--- src/rtl/wtsp_pkg.sv ---
`timescale 1ns / 1ps
package wtsp_pkg;

   localparam int NUM_PAIRS    = 8;
   localparam int ADDR_W       = 6;
   localparam int DATA_W       = 64;
   localparam int PT_W         = 32;
   localparam int CLIP_W       = 50;
   localparam int MAG_W        = 49;
   localparam int HALF_W       = 13;
   localparam int NUM_W        = MAG_W + HALF_W;
   localparam int QUO_W        = 32;
   localparam int DEF_WIDTH    = 1920;
   localparam int DEF_HEIGHT   = 1080;
   localparam logic signed [CLIP_W-1:0] W_MIN = CLIP_W'(655);

   typedef struct packed {
      logic signed [PT_W-1:0] point_x;
      logic signed [PT_W-1:0] point_y;
      logic signed [PT_W-1:0] point_z;
   } pt_type;

   typedef struct packed {
      logic                   visible;
      logic signed [PT_W-1:0] pixel_x;
      logic signed [PT_W-1:0] pixel_y;
   } res_type;

   typedef logic [DATA_W-1:0] coef_arr_type [NUM_PAIRS];

   // one lane of the long division
   typedef struct packed {
      logic             neg;
      logic             sat;
      logic [MAG_W-1:0] rem;
      logic [QUO_W-1:0] lo;
      logic [QUO_W-1:0] quo;
   } lane_type;

   typedef struct packed {
      logic             visible;
      logic [MAG_W-1:0] w;
      lane_type         lx;
      lane_type         ly;
   } div_type;

   function automatic logic signed [PT_W-1:0] coef_of(coef_arr_type c, int e);
      logic [DATA_W-1:0] pair;
      pair = c[e / 2];
      return (e % 2 == 1) ? pair[DATA_W-1:PT_W] : pair[PT_W-1:0];
   endfunction

endpackage

--- src/rtl/wtsp_div_cell.sv ---
`timescale 1ns / 1ps
module wtsp_div_cell (
   input  logic              clock,
   input  logic              reset,
   input  logic              in_valid,
   output logic              in_ready,
   input  wtsp_pkg::div_type in_data,
   output logic              out_valid,
   input  logic              out_ready,
   output wtsp_pkg::div_type out_data
);
   import wtsp_pkg::*;

   logic    v_ff;
   div_type d_ff, d_in;

   // one restoring step: bring down the next dividend bit, subtract if it fits
   function automatic lane_type step(lane_type l, logic [MAG_W-1:0] w);
      lane_type         o;
      logic [MAG_W:0]   r2;
      logic             ge;
      r2    = {l.rem, l.lo[QUO_W-1]};
      ge    = (r2 >= {1'b0, w});
      o     = l;
      o.rem = ge ? MAG_W'(r2 - {1'b0, w}) : r2[MAG_W-1:0];
      o.lo  = {l.lo[QUO_W-2:0], 1'b0};
      o.quo = {l.quo[QUO_W-2:0], ge};
      return o;
   endfunction

   always_comb begin
      d_in    = in_data;
      d_in.lx = step(in_data.lx, in_data.w);
      d_in.ly = step(in_data.ly, in_data.w);
   end

   assign in_ready = !v_ff || out_ready;

   always_ff @(posedge clock) begin
      if (reset) begin
         v_ff <= 1'b0;
      end else if (in_ready) begin
         v_ff <= in_valid;
      end
   end

   always_ff @(posedge clock) begin
      if (in_ready && in_valid) d_ff <= d_in;
   end

   assign out_valid = v_ff;
   assign out_data  = d_ff;

endmodule

--- config.mk ---
export PLATFORM = sky130hd
export DESIGN_NAME = wtsp_div_cell
export DESIGN_NICKNAME = d
export VERILOG_FILES = /design/src/rtl/wtsp_pkg.sv /design/src/rtl/wtsp_div_cell.sv
export SDC_FILE = /design/constraint.sdc
export NUM_CORES = 1
export LEC_CHECK = 0
export ABC_AREA = 1
export BUFFER_PORTS_ARGS = -buffer_cell sky130_fd_sc_hd__buf_2
export CAP_MARGIN = 30
export CORE_ASPECT_RATIO = 2
export CORE_MARGIN = 1.5
export CORE_UTILIZATION = 34
export DETAILED_ROUTE_END_ITERATION = 10
export SLEW_MARGIN = 5
export SYNTH_ARGS = -nofsm -noshare
export SYNTH_HDL_FRONTEND = slang
export SYNTH_SLANG_ARGS = --single-unit
--- constraint.sdc ---
create_clock -name clock -period 19.4 [get_ports clock]
set_clock_uncertainty 0.2 [all_clocks]
set_input_delay 2.91 -clock clock [delete_from_list [all_inputs] [get_ports clock]]
set_output_delay 2.91 -clock clock [all_outputs]
set_load 0.005 [all_outputs]
### Yosys cells after proc, flatten, opt, wreduce, memory -nomap -nowiden

Index checks and enable logic that the tools add are counted.

| cells by class | value |
|---|---|
| add/subtract/negate cells | 2 |
| magnitude comparators | 2 |
| muxes and demuxes | 2 |
| reductions and logical operators | 3 |

Operators by type and width:

| operator | count |
|---|---|
| >= comparator 50 x 49 -> 1 bit | 2 |
| 2-to-1 mux 49 bit | 2 |
| subtractor 49 bit | 2 |
| logical AND 1 bit | 1 |
| logical NOT 1 bit | 1 |
| logical OR 1 bit | 1 |

| word-level totals | value |
|---|---|
| bits in registers | 279 |
| input port bits | 284 |
| output and inout port bits | 282 |
| logic and storage cells | 22 |

### Logic depth before layout (Yosys ltp)

| logic depth | value |
|---|---|
| depth in word-level cells | 3 |
| gate-level depth with buffers | 16 |
| depth with buffers taken out | 16 |

### Least setup slack after synthesis

OpenSTA, ideal clock, no wires.

| timing | value |
|---|---|
| path kind | input-to-reg |
| start | input port in_valid |
| end | register d_ff (netlist bit out_data[0]) (enable) |
| setup time | 1.009 ns |
| arrival | 16.278 ns |
| required time | 18.191 ns |
| path slack | 1.913 ns |
| cell stages on the path | 2 |
| path buffers | 0 |
| cells stage by stage | inv_1 -> a21oi_1 |

| between the ends | value |
|---|---|
| word-level cells in the longest chain between the ends | 1 |

Ends and longest elaborated chain:

| item | line | source |
|---|---|---|
| from (decl) | wtsp_div_cell.sv:5 | `input logic in_valid,` |
| logical AND 1 bit | wtsp_div_cell.sv:48 | `if (in_ready && in_valid) d_ff <= d_in;` |
| to (signal assigned) | wtsp_div_cell.sv:48 |  |
| to (decl) | wtsp_div_cell.sv:15 | `div_type d_ff, d_in;` |

No other way between the ends.
A chain may end at the register's enable or synchronous reset.

### Worst setup path after layout

| timing | value |
|---|---|
| start | input port out_ready |
| end | output port in_ready |

| between the ends | value |
|---|---|
| word-level cells in the longest chain between the ends | 1 |

Ends and longest elaborated chain:

| item | line | source |
|---|---|---|
| from (decl) | wtsp_div_cell.sv:9 | `input logic out_ready,` |
| logical OR 1 bit | wtsp_div_cell.sv:37 | `assign in_ready = !v_ff \|\| out_ready;` |
| to (decl) | wtsp_div_cell.sv:6 | `output logic in_ready,` |

No other way between the ends.

==> flow_summary.yaml <==
route:
  wl_per_cell_um: 21.8
  route.detailed.drc: 0
  drt_pass1_iterations: 5
  vias: 18858
  first_iter_violations: 1088
  drt-met1-wl_mm: 27.4
  met2_length_mm: 44.9
  final_antenna_net_count: 0
  wl_met3_mm: 5.74
  highest_layer: "met5"
  wl_mm: 85.7
  via_per_inst: 4.79
floorplan:
  design.core.area_um2: 55400
  dieArea_um2: 57600
  num_io_pins: 566
  rows: 122
  die_y_um: 338
  die_w_um: 170
  start_util_pct: 34.4
finish:
  syn2layout_area_growth_pct: 24.0
  drive_above_1_share_pct: 20.7
  finalCoreUtilization_pct: 42.7
  nets: 3547
  final-instance-count-excl-fill: 3937
hold_path:
  hold_class: "reg2reg"
clock_tree:
  cts_buffers: 27
  clkSinkCount: 279
  cts_max_level: 1
  cts_resized: 0
  post_cts_buffers: 0
  cts_tree: "built"
  clk_path_buf_depth: 3
  clk_latency_ps: 600
  clockRootBuffer: "clkbuf_16"
  path_clk_slew_ps: 70
  cts-hold-fix-buffers: 0
critical_path:
  cp_common_cell: "buf_2"
  cpPeakStageDelay_ps: 200
  worstSetupStartpointType: "input pin"
  critPathArrivalTime_ps: 3400
  crit_fanout: 2
  crit_required_ps: 16290
  cp_slowest_cell: "buf_2"
  end_kind: "output pin"
  crit_chain: "buf_2 -> inv_1 -> nand2_1 -> buf_2"
  worstSetupPathType: "in2out"
sta:
  whs_ps: 349
  finalCritPeriodShare_pct: 33.5
  relSlewSlack_pct: 38.3
  drv_slew: 0
  setup_ws_ps: 12890
  timing.fmax_ghz: 0.154
  grt_setup_unrepaired: "false"
  fin_crit_ps: 6510
  final-setup-viol-count: 0
  tns_ps: 0
  hold_violations: 0
  max_slew.worst_pin.slew_ps: 924
synth:
  synth_seq_cells: 279
  synth_area_um2: 19100
  syn_area_per_cell_um2: 7.33
  ys_seq_area_share_pct: 43.9
  ys_warn_count: 0
  synth_cells: 2601
  synthDistinctLibCells: 34
power:
  p_leak_nw: 12.9
  seq_power_share_pct: 41.7
  clkPwrFrac_pct: 31.7
  switchingPower_w: 0.000584
  p_comb_share_pct: 26.6
  irDropWorstVdd_v: 0.0000634
  internal_power_w: 0.00119
  p_sw_share_pct: 32.8
  power.density_nw_per_um2: 75.2
global_routing:
  grt_pass1_wl_mm: 118
  antenna_found_initial: 17
  grtUsageTotal_pct: 29.2
  grt-ovfl-total: 0
  grt_max_degree: 76
  first_global_vias: 18507
placement:
  place_hpwl_mm: 72.1
  pre_cts_slack_ps: 12660
  dp.cells: 3876
  gp_routability_congestion: 1.06
  port_buffers: 561
run:
  drv_cap: 0
run_status:
  outcome: "finished clean"
cell usage in the layout (no fill, tap or decap), types with 11 or more instances in the layout:
cell type / Yosys / final
nand2_1: 1086 / 1086
a21oi_1: 56 / 55
nor2_2: 12 / 12
clkbuf_16: 0 / 27
buf_4: 14 / 11
nor2_1: 177 / 177
inv_1: 533 / 533
xor2_1: 50 / 50
ha_1: 98 / 98
nand3_1: 88 / 88
edfxtp_1: 278 / 278
buf_2: 3 / 561
nand4_1: 122 / 122
flip-flops by register name, indices dropped and copies added (netlist names):
| name | cells |
|---|---|
| out_data | 278 |
| out_valid | 1 |
Yosys cell counts:
library cell,number,share of area [%]
nand3b_1,4,0.16
and2_1,6,0.20
inv_1,533,10
edfxtp_1,278,44
nor2_2,12,0.39
nor3_4,1,0.085
nand2_2,1,0.033
or2_4,1,0.046
fa_1,2,0.21
nor4_4,1,0.11
nor3_1,9,0.24
buf_2,3,0.079
nor3b_2,1,0.066
dfxtp_1,1,0.10
clkbuf_1,18,0.35
nor4_1,4,0.13
nand3_2,5,0.26
buf_6,7,0.41
xor2_1,50,2.3
nand2_1,1086,21
a21oi_1,56,1.5
nand3_4,2,0.18
nand4_1,122,4.0
buf_4,14,0.55
nand3_1,88,2.3
ha_1,98,6.4
inv_2,8,0.16
nand4_4,1,0.11
a21oi_2,2,0.092
nor4_2,1,0.066
or2_2,3,0.098
o21bai_1,5,0.20
conb_1,1,0.020
nor2_1,177,3.5
worst max-delay path: cells and delay by family:
kind / cells / cell delay, ps
AND/OR/NAND/NOR: 1 / 90
buffers and inverters: 3 / 390
power by group through the flow:
stage / Sequential (W) / Combinational (W) / Clock (W)
final: 0.000741 / 0.000474 / 0.000564
after global placement: 0.000753 / 0.000468 / 0
after floorplan: 0.000779 / 0.000252 / 0
after CTS: 0.000742 / 0.000472 / 0.000577
after detailed placement: 0.000754 / 0.000469 / 0
after global routing: 0.000746 / 0.000522 / 0.000593
area by class of cell:
type / count / area [um2]
Antenna cell: 10 / 25.0
Clock buffer: 29 / 683
Clock inverter: 20 / 225
Fill cell: 5976 / 31800
Inverter: 541 / 2030
Multi-Input combinational cell: 1740 / 8430
Sequential cell: 279 / 8370
Tap cell: 744 / 931
Timing Repair Buffer: 574 / 2950
worst paths after layout:
check,startpoint,endpoint,slack [ps],depth (start not counted)
max,out_ready,in_ready,12890,4
min,out_valid,out_valid,350,2
max reg2reg,out_valid,out_data[168],16290,6
min reg2reg,out_valid,out_valid,350,2
cell families after synthesis:
logic type / share of synthesized area [%]
XOR/XNOR: 2.30
flip-flops: 43.9
AND/OR/NAND/NOR: 33.4
other: 0.0197
buffers and inverters: 12.0
adder cells (fa/ha/maj): 6.64
AO/OA/AOI/OAI: 1.76
layer usage:
metal / track usage [%] / vias up
met1: 26.9 / 8544
met4: 23.0 / 10
met3: 4.95 / 241
met5: 0 / -
met2: 55.9 / 818
li1: - / 9245
per-stage QoR:
stage | cell area [um2] | total power [W]
after floorplan | 19100 | 0.00103
after global placement | 22700 | 0.00122
after detailed placement | 22700 | 0.00122
after CTS | 23600 | 0.00179
after global routing | 23600 | 0.00186
final | 23600 | 0.00178
Power figures use the tool's default switching activity.
